### src/stcp_pkg.sv
package stcp_pkg;

	localparam logic [7:0] CH_CR    = 8'h0d;
	localparam logic [7:0] CH_LF    = 8'h0a;
	localparam logic [7:0] CH_SPACE = 8'd32;
	localparam logic [7:0] CH_ZERO  = 8'd48;
	localparam logic [7:0] CASE_MASK = 8'hdf;

	localparam int WORDS    = 4;
	localparam int OUT_VALS = 6;

	localparam logic [5:0] COUNT_MAX = 6'h3f;

	localparam logic signed [15:0] YEAR_LOW  = 16'sd1970;
	localparam logic signed [15:0] YEAR_HIGH = 16'sd2099;

	localparam logic [2:0] CMD_HELP = 3'd0;
	localparam logic [2:0] CMD_TIME = 3'd1;
	localparam logic [2:0] CMD_QUIT = 3'd2;
	localparam logic [2:0] CMD_DATE = 3'd3;
	localparam logic [2:0] CMD_NONE = 3'd4;

	localparam logic [3:0] ST_UNKNOWN  = 4'd0;
	localparam logic [3:0] ST_HELP     = 4'd1;
	localparam logic [3:0] ST_TIME_ASK = 4'd2;
	localparam logic [3:0] ST_DATE_ASK = 4'd3;
	localparam logic [3:0] ST_TIME_SET = 4'd4;
	localparam logic [3:0] ST_DATE_SET = 4'd5;
	localparam logic [3:0] ST_QUIT     = 4'd6;
	localparam logic [3:0] ST_COUNT    = 4'd7;
	localparam logic [3:0] ST_BAD      = 4'd8;

	typedef logic [OUT_VALS-1:0][15:0] field_vals_t;

	typedef struct packed {
		logic time_ok;
		logic date_ok;
	} check_t;

	// command word text, upper case, indexed by word and character position
	function automatic logic [7:0] word_char(input logic [1:0] w, input logic [2:0] i);
		logic [7:0] c;
		c = 8'd0;
		unique case (w)
			2'd0: begin
				case (i)
					3'd0: c = "H";
					3'd1: c = "E";
					3'd2: c = "L";
					3'd3: c = "P";
					default: c = 8'd0;
				endcase
			end
			2'd1: begin
				case (i)
					3'd0: c = "S";
					3'd1: c = "E";
					3'd2: c = "T";
					3'd3: c = "T";
					3'd4: c = "I";
					3'd5: c = "M";
					3'd6: c = "E";
					default: c = 8'd0;
				endcase
			end
			2'd2: begin
				case (i)
					3'd0: c = "Q";
					3'd1: c = "U";
					3'd2: c = "I";
					3'd3: c = "T";
					default: c = 8'd0;
				endcase
			end
			default: begin
				case (i)
					3'd0: c = "S";
					3'd1: c = "E";
					3'd2: c = "T";
					3'd3: c = "D";
					3'd4: c = "A";
					3'd5: c = "T";
					3'd6: c = "E";
					default: c = 8'd0;
				endcase
			end
		endcase
		return c;
	endfunction

	function automatic logic [3:0] word_len(input logic [1:0] w);
		logic [3:0] n;
		n = 4'd4;
		unique case (w)
			2'd0: n = 4'd4;
			2'd1: n = 4'd7;
			2'd2: n = 4'd4;
			default: n = 4'd7;
		endcase
		return n;
	endfunction

endpackage

### src/stcp_field_check.sv
module stcp_field_check (
	input  stcp_pkg::field_vals_t vals,
	output stcp_pkg::check_t      chk
);
	import stcp_pkg::*;

	function automatic logic hms_ok(input logic signed [15:0] h,
			input logic signed [15:0] m, input logic signed [15:0] s);
		return (h >= 16'sd0) && (h < 16'sd24) && (m >= 16'sd0) && (m < 16'sd60) &&
			(s > 16'sd0) && (s <= 16'sd60);
	endfunction

	logic signed [15:0] y, mo, d;

	assign y  = $signed(vals[0]);
	assign mo = $signed(vals[1]);
	assign d  = $signed(vals[2]);

	assign chk.time_ok = hms_ok($signed(vals[0]), $signed(vals[1]), $signed(vals[2]));
	assign chk.date_ok = (y > YEAR_LOW) && (y < YEAR_HIGH) && (mo > 16'sd0) && (mo < 16'sd13) &&
		(d > 16'sd0) && (d < 16'sd32) &&
		hms_ok($signed(vals[3]), $signed(vals[4]), $signed(vals[5]));

endmodule

### src/serial_text_command_parser.sv
// res_valid is registered: the LF that ends its line, after a CR, is held in the input register,
// then the result of its line is loaded into the result register.
// Throughput: one byte per cycle. A full byte register stalls input only while a finished
// result sits in the result register and the receiver stalls it.
// Reset clears framing, matching, parsing and wait state; the field store is not cleared.
module serial_text_command_parser #(
	parameter int LINE_LIMIT  = 64,
	parameter int FIELD_SLOTS = 6
) (
	input  logic               clk,
	input  logic               arst_n,
	input  logic               rx_valid,
	output logic               rx_stall,
	input  logic [7:0]         rx_byte,
	output logic               res_valid,
	input  logic               res_stall,
	output logic [3:0]         status,
	output logic [2:0]         command,
	output logic [5:0]         field_count,
	output logic signed [15:0] value_a,
	output logic signed [15:0] value_b,
	output logic signed [15:0] value_c,
	output logic signed [15:0] value_d,
	output logic signed [15:0] value_e,
	output logic signed [15:0] value_f
);
	import stcp_pkg::*;

	localparam int LEN_W = $clog2(LINE_LIMIT);

	// input register
	logic       valid_s1;
	logic [7:0] byte_s1;
	logic       go;

	// line state
	logic             cr_q;
	logic [LEN_W-1:0] len_q;
	logic             wait_q;
	logic [2:0]       active_q;
	logic [WORDS-1:0] match_q;
	logic [15:0]      acc_q;
	logic [5:0]       fields_q;
	logic             prev_sp_q;
	logic [15:0]      store_q [FIELD_SLOTS];

	// result register
	logic              out_valid_q;
	logic [3:0]        status_q;
	logic [2:0]        command_q;
	logic [5:0]        count_q;
	field_vals_t       vals_q;

	assign go       = valid_s1 && !(out_valid_q && res_stall);
	assign rx_stall = valid_s1 && !go;

	always_ff @(posedge clk or negedge arst_n) begin
		if (!arst_n) begin
			valid_s1 <= 1'b0;
		end else if (!rx_stall) begin
			valid_s1 <= rx_valid;
		end
	end

	always_ff @(posedge clk) begin
		if (rx_valid && !rx_stall) begin
			byte_s1 <= rx_byte;
		end
	end

	// byte decode
	logic             is_lf, is_cr, is_sp, letter;
	logic [7:0]       folded;
	logic [WORDS-1:0] match_nx;
	logic [15:0]      acc_nx;
	logic             close_w;
	logic [LEN_W:0]   len_inc;
	logic             overflow;
	logic [5:0]       fields_inc;

	assign is_lf  = byte_s1 == CH_LF;
	assign is_cr  = byte_s1 == CH_CR;
	assign is_sp  = byte_s1 == CH_SPACE;
	assign letter = ((byte_s1 >= 8'd65) && (byte_s1 <= 8'd90)) ||
		((byte_s1 >= 8'd97) && (byte_s1 <= 8'd122));
	assign folded = byte_s1 & CASE_MASK;

	always_comb begin
		for (int t = 0; t < WORDS; t++) begin
			match_nx[t] = match_q[t] && letter &&
				({{(LEN_W > 4 ? LEN_W - 4 : 0){1'b0}}, word_len(2'(t))} > (LEN_W)'(len_q)) &&
				(folded == word_char(2'(t), len_q[2:0]));
		end
	end

	assign acc_nx     = 16'((acc_q << 3) + (acc_q << 1) + {8'd0, byte_s1} - {8'd0, CH_ZERO});
	assign close_w    = is_sp && !prev_sp_q;
	assign len_inc    = {1'b0, len_q} + (LEN_W+1)'(1);
	assign overflow   = len_inc >= (LEN_W+1)'(LINE_LIMIT);
	assign fields_inc = (fields_q == COUNT_MAX) ? fields_q : fields_q + 6'd1;

	// line end evaluation
	logic             line_nonempty;
	logic [5:0]       fields_fin;
	logic [WORDS-1:0] hit;
	logic             wait_eff;
	field_vals_t      vals_fin;
	check_t           chk;
	logic [3:0]       st_fin;
	logic [2:0]       cmd_fin;
	logic [5:0]       cnt_fin;
	field_vals_t      out_vals;
	logic             wait_fin;
	logic [2:0]       active_fin;

	assign line_nonempty = len_q != '0;
	assign fields_fin    = line_nonempty ? fields_inc : fields_q;

	always_comb begin
		for (int t = 0; t < WORDS; t++) begin
			hit[t] = match_q[t] && ((LEN_W)'(len_q) ==
				(LEN_W)'({{(LEN_W > 4 ? LEN_W - 4 : 0){1'b0}}, word_len(2'(t))}));
		end
	end

	assign wait_eff = wait_q && !hit[CMD_QUIT[1:0]];

	// the last field is still in the accumulator at line end
	always_comb begin
		for (int j = 0; j < OUT_VALS; j++) begin
			if (6'(j) >= fields_fin) begin
				vals_fin[j] = 16'd0;
			end else if (line_nonempty && fields_q == 6'(j)) begin
				vals_fin[j] = acc_q;
			end else begin
				vals_fin[j] = store_q[j];
			end
		end
	end

	stcp_field_check u_check (
		.vals (vals_fin),
		.chk  (chk)
	);

	always_comb begin
		st_fin     = ST_UNKNOWN;
		cmd_fin    = CMD_NONE;
		cnt_fin    = 6'd0;
		out_vals   = '0;
		wait_fin   = wait_eff;
		active_fin = active_q;
		if (!wait_eff) begin
			if (hit[0]) begin
				st_fin     = ST_HELP;
				cmd_fin    = CMD_HELP;
				active_fin = CMD_NONE;
			end else if (hit[1]) begin
				st_fin     = ST_TIME_ASK;
				cmd_fin    = CMD_TIME;
				wait_fin   = 1'b1;
				active_fin = CMD_TIME;
			end else if (hit[2]) begin
				st_fin     = ST_QUIT;
				cmd_fin    = CMD_QUIT;
				active_fin = CMD_NONE;
			end else if (hit[3]) begin
				st_fin     = ST_DATE_ASK;
				cmd_fin    = CMD_DATE;
				wait_fin   = 1'b1;
				active_fin = CMD_DATE;
			end
		end else if (active_q != CMD_TIME && active_q != CMD_DATE) begin
			wait_fin   = 1'b0;
			active_fin = CMD_NONE;
		end else begin
			cmd_fin  = active_q;
			cnt_fin  = fields_fin;
			out_vals = vals_fin;
			if (active_q == CMD_TIME) begin
				if (fields_fin != 6'd3) begin
					st_fin = ST_COUNT;
				end else if (!chk.time_ok) begin
					st_fin = ST_BAD;
				end else begin
					st_fin = ST_TIME_SET;
				end
			end else begin
				if (fields_fin != 6'd6) begin
					st_fin = ST_COUNT;
				end else if (!chk.date_ok) begin
					st_fin = ST_BAD;
				end else begin
					st_fin = ST_DATE_SET;
				end
			end
			if (st_fin == ST_TIME_SET || st_fin == ST_DATE_SET) begin
				wait_fin   = 1'b0;
				active_fin = CMD_NONE;
			end
		end
	end

	// state update
	always_ff @(posedge clk or negedge arst_n) begin
		if (!arst_n) begin
			cr_q      <= 1'b0;
			len_q     <= '0;
			wait_q    <= 1'b0;
			active_q  <= CMD_NONE;
			match_q   <= '1;
			acc_q     <= 16'd0;
			fields_q  <= 6'd0;
			prev_sp_q <= 1'b1;
		end else if (go) begin
			if (cr_q || (!is_cr && overflow)) begin
				// restart the line
				cr_q      <= 1'b0;
				len_q     <= '0;
				match_q   <= '1;
				acc_q     <= 16'd0;
				fields_q  <= 6'd0;
				prev_sp_q <= 1'b1;
				if (cr_q && is_lf) begin
					wait_q   <= wait_fin;
					active_q <= active_fin;
				end
			end else if (is_cr) begin
				cr_q <= 1'b1;
			end else begin
				len_q     <= len_inc[LEN_W-1:0];
				match_q   <= match_nx;
				prev_sp_q <= is_sp;
				if (!is_sp) begin
					acc_q <= acc_nx;
				end else if (close_w) begin
					acc_q    <= 16'd0;
					fields_q <= fields_inc;
				end
			end
		end
	end

	// fields past the store are counted but dropped
	always_ff @(posedge clk) begin
		if (go && !cr_q && !is_cr && close_w) begin
			for (int j = 0; j < FIELD_SLOTS; j++) begin
				if (fields_q == 6'(j)) begin
					store_q[j] <= acc_q;
				end
			end
		end
	end

	// result register
	logic emit;

	assign emit = go && cr_q && is_lf;

	always_ff @(posedge clk or negedge arst_n) begin
		if (!arst_n) begin
			out_valid_q <= 1'b0;
		end else if (emit) begin
			out_valid_q <= 1'b1;
		end else if (!res_stall) begin
			out_valid_q <= 1'b0;
		end
	end

	always_ff @(posedge clk) begin
		if (emit) begin
			status_q  <= st_fin;
			command_q <= cmd_fin;
			count_q   <= cnt_fin;
			vals_q    <= out_vals;
		end
	end

	assign res_valid   = out_valid_q;
	assign status      = status_q;
	assign command     = command_q;
	assign field_count = count_q;
	assign value_a     = $signed(vals_q[0]);
	assign value_b     = $signed(vals_q[1]);
	assign value_c     = $signed(vals_q[2]);
	assign value_d     = $signed(vals_q[3]);
	assign value_e     = $signed(vals_q[4]);
	assign value_f     = $signed(vals_q[5]);

endmodule
### config.mk
export PLATFORM = sky130hd
export DESIGN_NAME = serial_text_command_parser
export DESIGN_NICKNAME = d
export VERILOG_FILES = /design/src/stcp_pkg.sv /design/src/stcp_field_check.sv /design/src/serial_text_command_parser.sv
export SDC_FILE = /design/constraint.sdc
export NUM_CORES = 1
export LEC_CHECK = 0
export BUFFER_PORTS_ARGS = -buffer_cell sky130_fd_sc_hd__clkbuf_2
export CORE_ASPECT_RATIO = 0.75
export CORE_MARGIN = 4
export CORE_UTILIZATION = 45
export DETAILED_ROUTE_END_ITERATION = 6
export PLACE_DENSITY = 0.64
export SLEW_MARGIN = 20
export SYNTH_ARGS = -nofsm -noshare
export SYNTH_HDL_FRONTEND = slang
export SYNTH_SLANG_ARGS = --single-unit
### constraint.sdc
create_clock -name clk -period 6.2 [get_ports clk]
set_input_delay 0.31 -clock clk [delete_from_list [all_inputs] [get_ports clk]]
set_output_delay 0.31 -clock clk [all_outputs]
set_load 0.01 [all_outputs]
## Word-level counts from Yosys, hierarchy flattened

Memories as Yosys holds them, arrays and structs flattened.
Cells that the tools add are included.

- Register bits: 157
- Memory bits (writable): 96
- Bits of input ports: 12
- Memories: 1

- Add/sub/neg operators: 5
- Order comparisons: 30
- Equality and inequality tests: 32
- Mux-type cells: 102
- Bitwise logic cells: 1
- Reductions and logical operators: 86

Memories:

| memory | words | bits a word | read ports | clocked after memory_dff | write ports | line | RTL |
|---|---|---|---|---|---|---|---|
| store_q | 6 | 16 | 6 | 0 | 1 | serial_text_command_parser.sv:45 | `logic [15:0] store_q [FIELD_SLOTS];` |

Operator list:

| cell | count |
|---|---|
| two-way mux 16 bit | 21 |
| OR reduction 16 bit | 5 |
| one-hot mux 7 bit (5 select lines) | 2 |
| greater-or-equal comparator 16 x 1 -> 1 bit (second input constant) | 4 |
| two-way mux 3 bit | 21 |
| one-hot mux 7 bit (4 select lines) | 2 |
| logical AND 1 bit | 54 |
| > comparator 16 x 1 -> 1 bit (second input constant) | 3 |
| < comparator 16 x 7 -> 1 bit (second input constant) | 3 |
| two-way mux 6 bit | 8 |
| two-way mux 4 bit | 11 |
| two-way mux 1 bit | 36 |
| == test 8 bit | 4 |
| <= comparator 16 x 7 -> 1 bit (second input constant) | 2 |
| < comparator 16 x 6 -> 1 bit (second input constant) | 2 |
| == test 6 x 3 -> 1 bit (second input constant) | 4 |
| adder 16 bit | 1 |
| adder 16 x 8 -> 16 bit | 1 |
| == test 8 x 4 -> 1 bit (second input constant) | 2 |
| greater-or-equal comparator 8 x 7 -> 1 bit (second input constant) | 2 |
| > comparator 16 x 12 -> 1 bit (second input constant) | 1 |
| <= comparator 8 x 7 -> 1 bit (second input constant) | 2 |
| < comparator 16 x 13 -> 1 bit (second input constant) | 1 |
| < comparator 16 x 5 -> 1 bit (second input constant) | 1 |
| 35 further kinds | 63 |

## Depth between registers and ports, before layout

- Word-level depth: 22
- Depth in mapped cells: 16

## Hierarchy

Synthesis repeated with hierarchy kept, for this count alone.

- Cell total of the unflattened synthesis: 1158
- Area total of the unflattened synthesis: 12538.3 um^2

By module, submodules not included:

| module | times used | cells an instance | area an instance (um^2) |
|---|---|---|---|
| serial_text_command_parser | 1 | 1101 | 12192.9 |
| stcp_field_check | 1 | 57 | 345.3 |

## Least setup slack after synthesis

OpenSTA, ideal clock, no wires.

- Path type: register to register
- Start point: register byte_s1[3]
- End point: register active_q[2]
- Arrival: 4.377 ns
- Data required time: 6.118 ns
- Path slack: 1.741 ns
- Cell stages (with the launch flop): 8
- Path buffers: 1
- Cell sequence: edfxtp_1 -> clkbuf_1 -> and4_1 -> and3_1 -> nand2_1 -> nor2_1 -> o211ai_2 -> mux2_4

- Longest elaborated chain between the ends: 5
- Elaborated cells between the ends (all ways): 7
- Those cells by class: eq/ne: 2; reduce/logical: 5

RTL lines:

| element | line | RTL |
|---|---|---|
| from (decl) | serial_text_command_parser.sv:33 | `logic [7:0] byte_s1;` |
| from (signal assigned) | serial_text_command_parser.sv:67 | `byte_s1 <= rx_byte;` |
| == test 8 x 4 -> 1 bit | serial_text_command_parser.sv:82 | `assign is_cr = byte_s1 == CH_CR;` |
| zero test 1 bit | serial_text_command_parser.sv:216 | `if (cr_q \|\| (!is_cr && overflow)) begin` |
| logical AND 1 bit | serial_text_command_parser.sv:216 |  |
| logical OR 1 bit | serial_text_command_parser.sv:216 |  |
| AND reduction 5 bit (no source line) (*) | n/a |  |
| to (signal assigned) | serial_text_command_parser.sv:226 | `active_q <= active_fin;` |
| to (decl) | serial_text_command_parser.sv:40 | `logic [2:0] active_q;` |

Every way passes the cells marked *; elsewhere a longest branch is shown, timed or not.
A chain may end at the register's enable or synchronous reset.

## Worst setup path after layout

- Start point: register len_q[1]
- End point: register active_q[2]

- Longest elaborated chain between the ends: 20
- Elaborated cells between the ends (all ways): 90
- Those cells by class: add/sub: 1; order compare: 24; eq/ne: 7; mux: 24; reduce/logical: 34

RTL lines:

| element | line | RTL |
|---|---|---|
| from (decl) | serial_text_command_parser.sv:38 | `logic [LEN_W-1:0] len_q;` |
| from (signal assigned) | serial_text_command_parser.sv:231 | `len_q <= len_inc[LEN_W-1:0];` |
| nonzero test 6 bit | serial_text_command_parser.sv:116 | `assign line_nonempty = len_q != '0;` |
| two-way mux 6 bit / logical AND 1 bit (equally long branches) | serial_text_command_parser.sv:117, serial_text_command_parser.sv:133 |  |
| greater-or-equal comparator 1 x 6 -> 1 bit, or another cell as far along | serial_text_command_parser.sv:131 | `if (6'(j) >= fields_fin) begin` |
| two-way mux 16 bit | serial_text_command_parser.sv:131 |  |
| > comparator 16 x 12 -> 1 bit, or another cell as far along | stcp_field_check.sv:20 | `assign chk.date_ok = (y > YEAR_LOW) && (y < YEAR_HIGH) && (mo > 16'sd0) && (mo < 16'sd13) &&` |
| logical AND 1 bit (on tied branches) (4 in series) | stcp_field_check.sv:20, stcp_field_check.sv:9 |  |
| logical AND 1 bit (on tied branches) | stcp_field_check.sv:21, stcp_field_check.sv:10 |  |
| logical AND 1 bit | stcp_field_check.sv:21 | `(d > 16'sd0) && (d < 16'sd32) &&` |
| two-way mux 4 bit | serial_text_command_parser.sv:191 | `end else if (!chk.date_ok) begin` |
| two-way mux 4 bit | serial_text_command_parser.sv:189 | `if (fields_fin != 6'd6) begin` |
| two-way mux 4 bit | serial_text_command_parser.sv:180 | `if (active_q == CMD_TIME) begin` |
| two-way mux 4 bit | serial_text_command_parser.sv:173 | `end else if (active_q != CMD_TIME && active_q != CMD_DATE) begin` |
| two-way mux 4 bit | serial_text_command_parser.sv:153 | `if (!wait_eff) begin` |
| == test 4 x 3 -> 1 bit | serial_text_command_parser.sv:197 | `if (st_fin == ST_TIME_SET \|\| st_fin == ST_DATE_SET) begin` |
| logical OR 1 bit | serial_text_command_parser.sv:197 |  |
| != test 3 x 1 -> 1 bit (no source line) | n/a |  |
| AND reduction 5 bit (no source line) | n/a |  |

Several ways; a longest one is shown, not always the timed one. The select of a mux whose other input is x is not followed.

==> metrics.md <==
| Metric | Value |
|---|---|
| Avg Cell Area, Syn | between 10 and 15 sq um |
| Antenna viol nets, final | 0 |
| Clock root buffer | clkbuf_16 |
| Via count | about 9400 |
| TritonCTS clock tree | yes |
| Total clock sinks | about 250 |
| Power per Cell Area | about 400 mW/mm^2 |
| Max-capacitance violation count | 0 |
| Number of synthesized flops with an enable pin | about 210 |
| Area occupied by multi-input gates | 0.00467 sq mm |
| Fin. Hold Viols | 0 |
| Synth Net Count | around 1200 |
| Final nets | approximately 1300 |
| Routed len/inst | approximately 20 um |
| Hold_buf cts | 11 |
| Sequential Area | approximately 0.0074 sq mm |
| H-Tree Depth | 1 |
| Cell variety after synth | 72 |
| Clock Latency Late Sink | between 0.5 and 0.6 ns |
| Area post-placement | 0.0135 sq mm |
| Crit-path max FO | 25 |
| Post-CTS Setup Bufs | 0 |
| RSZ-0062 raised after global routing | no |
| Slew of the pin with the lowest slew margin | 0.936 ns |
| Clock-pin transition on the worst setup and hold timing paths | around 0.060 ns |
| Register area share after synthesis | between 50% and 60% |
| Worst min-delay path class | input pin to async pin |
| Part of the power in the clock network | between 20 and 30% |
| Core Footprint | between 0.02 and 0.03 sq mm |
| Mux contribution to synthesized area | 2.08% |
| Routability congestion estimate | 0.912 |
| Largest net degree at the start of global routing | between 40 and 50 |
| Area delta synth->final | 15.5% |
| Critical path class | register to register |
| Die Area | between 0.03 and 0.04 sq mm |
| Critical Path Source Type | register |
| Gate Count Post-Synth | 1154 |
| Fin Clk Skew | about 0.013 ns |
| Crit path arrival time | between 4 and 5 ns |
| Gate power share | approximately a third |
| Final core utilization | around 53% |
| Share of layout cells above drive strength 1 | around 17% |
| Vias in the first global route | just under 9000 |
| Largest family of logic cells by synthesized area | simple AND/OR/NAND/NOR gates |
| PostCTS Resize Cnt | 0 |
| First-pass GRT wire length | 51700 um |
| Rows | between 50 and 60 |
| Tcrit/Tclk final | about 67% |
| Leak | 0.00595 uW |
| Max VDD drop | 344 uV |
| Prevailing post-synth register cell | edfxtp_1 |
| Total power draw | around 5600 uW |
| TNS Setup | 0 ns |
| Synthesis Warnings | 0 |
| Tmin final | between 4 and 5 ns |
| Chip width | roughly 200 um |
| Post-synthesis xor/xnor area fraction | 1.33% |
| Simple-gate portion of the synthesized area | ~16% |
| Design internal power | 3710 uW |
| Ant diodes | 0 |
| Port Buffers | 122 |
| DR vias/cell | around 5.7 |
| DR iter-0 viols | approximately 1100 |
| Final Max Tran Viols | 0 |
| Post-Synth Adder-Cell Area | between 5 and 6% |
| Die height | around 150 um |
| Setup WS post-layout | between 2 and 2.5 ns |
| Total track usage | 20.8% |
| Total CTS buffers | 25 |
| Grt ovf | 0 |
| Initial antenna violation count | 0 |
| DRC | 0 |
| CP Data Required Time | 6.66 ns |
| Switching Share | 34.4% |
| Max-slew headroom | around 38% |
| Worst setup EP type | register |
| Flops & latches, synth | between 200 and 300 |
| Reg power frac | 39.2% |
| Synth Area in Compound Gates | 12.2% |
| Starting Density | between 40% and 50% |
| P_sw | slightly below 2000 uW |
| Clock Tree Buf Depth | 3 |
| DP HPWL | 22800 um |
| Final Cell Area | 0.0145 sq mm |
| Wirelength, routed | about 33000 um |
| Place WS | approximately 2.1 ns |
| Async set-or-reset flop fraction in the synthesized netlist | ~16% |
| Synthesized cell area | ~0.013 sq mm |
| FF-to-FF setup slack | between 2 and 2.5 ns |
| Status | finished, final reports clean |
| Final setup fails | 0 |
| Max Freq | between 0.2 and 0.25 GHz |
| Top-Level Pins | 123 |
| First-pass DRT Iterations | 5 |
| FILL cells | ~2400 |
==> stage by stage <==
step | hold slack [ns] | std cells
after detailed placement | 0.436 | 1580
after floorplan | 0.0144 | 1154
final | 0.408 | 1637
after global routing | 0.445 | 1637
after CTS | 0.402 | 1637
after global placement | 0.425 | 1580
==> logic make-up after synthesis <==
kind of cell | Yosys count
AND/OR/NAND/NOR | 436
flip-flops | 253
AO/OA/AOI/OAI | 243
buffers and inverters | 129
adder cells (fa/ha/maj) | 49
multiplexers | 25
XOR/XNOR | 19
==> worst paths after layout <==
path / startpoint / to / depth (start not counted)
setup / recovery: len_q[1]$_DFFE_PN0P_ / active_q[2]$_DFFE_PN1P_ / 12
hold / removal: arst_n / res_valid$_DFFE_PN0P_ / 3
setup reg to reg: len_q[1]$_DFFE_PN0P_ / active_q[2]$_DFFE_PN1P_ / 12
hold reg to reg: prev_sp_q$_DFFE_PN1P_ / prev_sp_q$_DFFE_PN1P_ / 2
max in group asynchronous: arst_n / acc_q[9]$_DFFE_PN0P_ / 3
min in group clk: rx_byte[0] / byte_s1[0]$_DFFE_PP_ / 2
==> metal layers <==
layer	track usage [%]	part of all wire [%]	vias up
met5	0	0	-
li1	-	-	4425
met2	30.7	43	408
met4	4.29	1.9	0
met3	3.09	7.5	48
met1	32.8	48	4487
==> flip-flops by register name, indices dropped and copies added, names as in the netlist, 3 cells and up <==
register / count
value_c: 16
match_q: 4
active_q: 3
status: 4
value_b: 16
len_q: 6
value_e: 16
store_q: 96
field_count: 6
byte_s1: 8
command: 3
value_a: 16
value_f: 16
fields_q: 6
acc_q: 16
value_d: 16
==> placed cells by master, fill, tap and decap left out, types with 7 or more instances in the layout <==
cell type,count
nand3_1,24
dfrtp_1,34
inv_1,56
a22o_1,9
nor3_1,21
clkbuf_16,25
nand2_1,174
xor2_1,7
a21o_1,7
o21ai_0,37
buf_4,25
nor2_1,107
edfxtp_1,213
and2_1,8
nor4_1,18
xnor2_1,12
and3_1,19
o211ai_1,7
nand2b_1,7
nand4_1,16
clkbuf_1,8
mux2i_1,20
clkbuf_2,122
a21oi_1,112
dlygate4sd3_1,11
ha_1,43
a31oi_1,10
==> synth_stat cells (7+ instances only) <==
master | number | area [sq um]
nor3_1 | 24 | 120
dfrtp_1 | 34 | 851
o2111ai_1 | 7 | 61.3
inv_1 | 56 | 210
nor2_1 | 107 | 402
a22o_1 | 9 | 78.8
xnor2_1 | 12 | 105
a21o_1 | 7 | 52.6
nand3_1 | 24 | 120
a31oi_1 | 10 | 62.6
mux2i_1 | 20 | 200
ha_1 | 43 | 538
and3_1 | 20 | 125
clkbuf_1 | 61 | 229
and2_1 | 8 | 50.1
nand2b_1 | 7 | 43.8
o211ai_1 | 7 | 52.6
a211oi_1 | 8 | 60.1
o21ai_0 | 37 | 185
nor4_1 | 19 | 119
nand2_1 | 174 | 653
edfxtp_1 | 213 | 6400
a21oi_1 | 112 | 561
buf_2 | 7 | 35.0
xor2_1 | 7 | 61.3
nand4_1 | 16 | 100
==> layout make-up <==
type / instances / share of cell area, %
well taps: 351 / 3.03
clock buffers: 36 / 4.81
multi-input cells: 772 / 32.3
inverters: 57 / 1.48
repair buffers: 158 / 6.27
flip-flops and latches: 253 / 51.1
clock inverters: 10 / 1.06
==> worst max-delay path: stages, from the launching register on <==
cell,delay (ns)
dfrtp_1,0.51
inv_1,0.20
ha_1,0.34
nor2b_1,0.17
buf_4,0.22
a2111o_1,0.81
mux2_1,0.48
o21ai_1,0.14
nand2_1,0.07
a211oi_1,0.33
o21ai_2,0.16
o211ai_2,0.30
mux2_4,0.33
==> power groups by stage <==
| stage | clock [uW] | sequential, uW | combinational [uW] |
|---|---|---|---|
| final | 1590 | 2220 | 1840 |
| after detailed placement | 0 | 2250 | 1800 |
| after global placement | 0 | 2250 | 1780 |
| after floorplan | 0 | 2110 | 1430 |
| after CTS | 1620 | 2210 | 1820 |
| after global routing | 1690 | 2240 | 2060 |
Note: power is estimated with default switching activity, not from simulation.
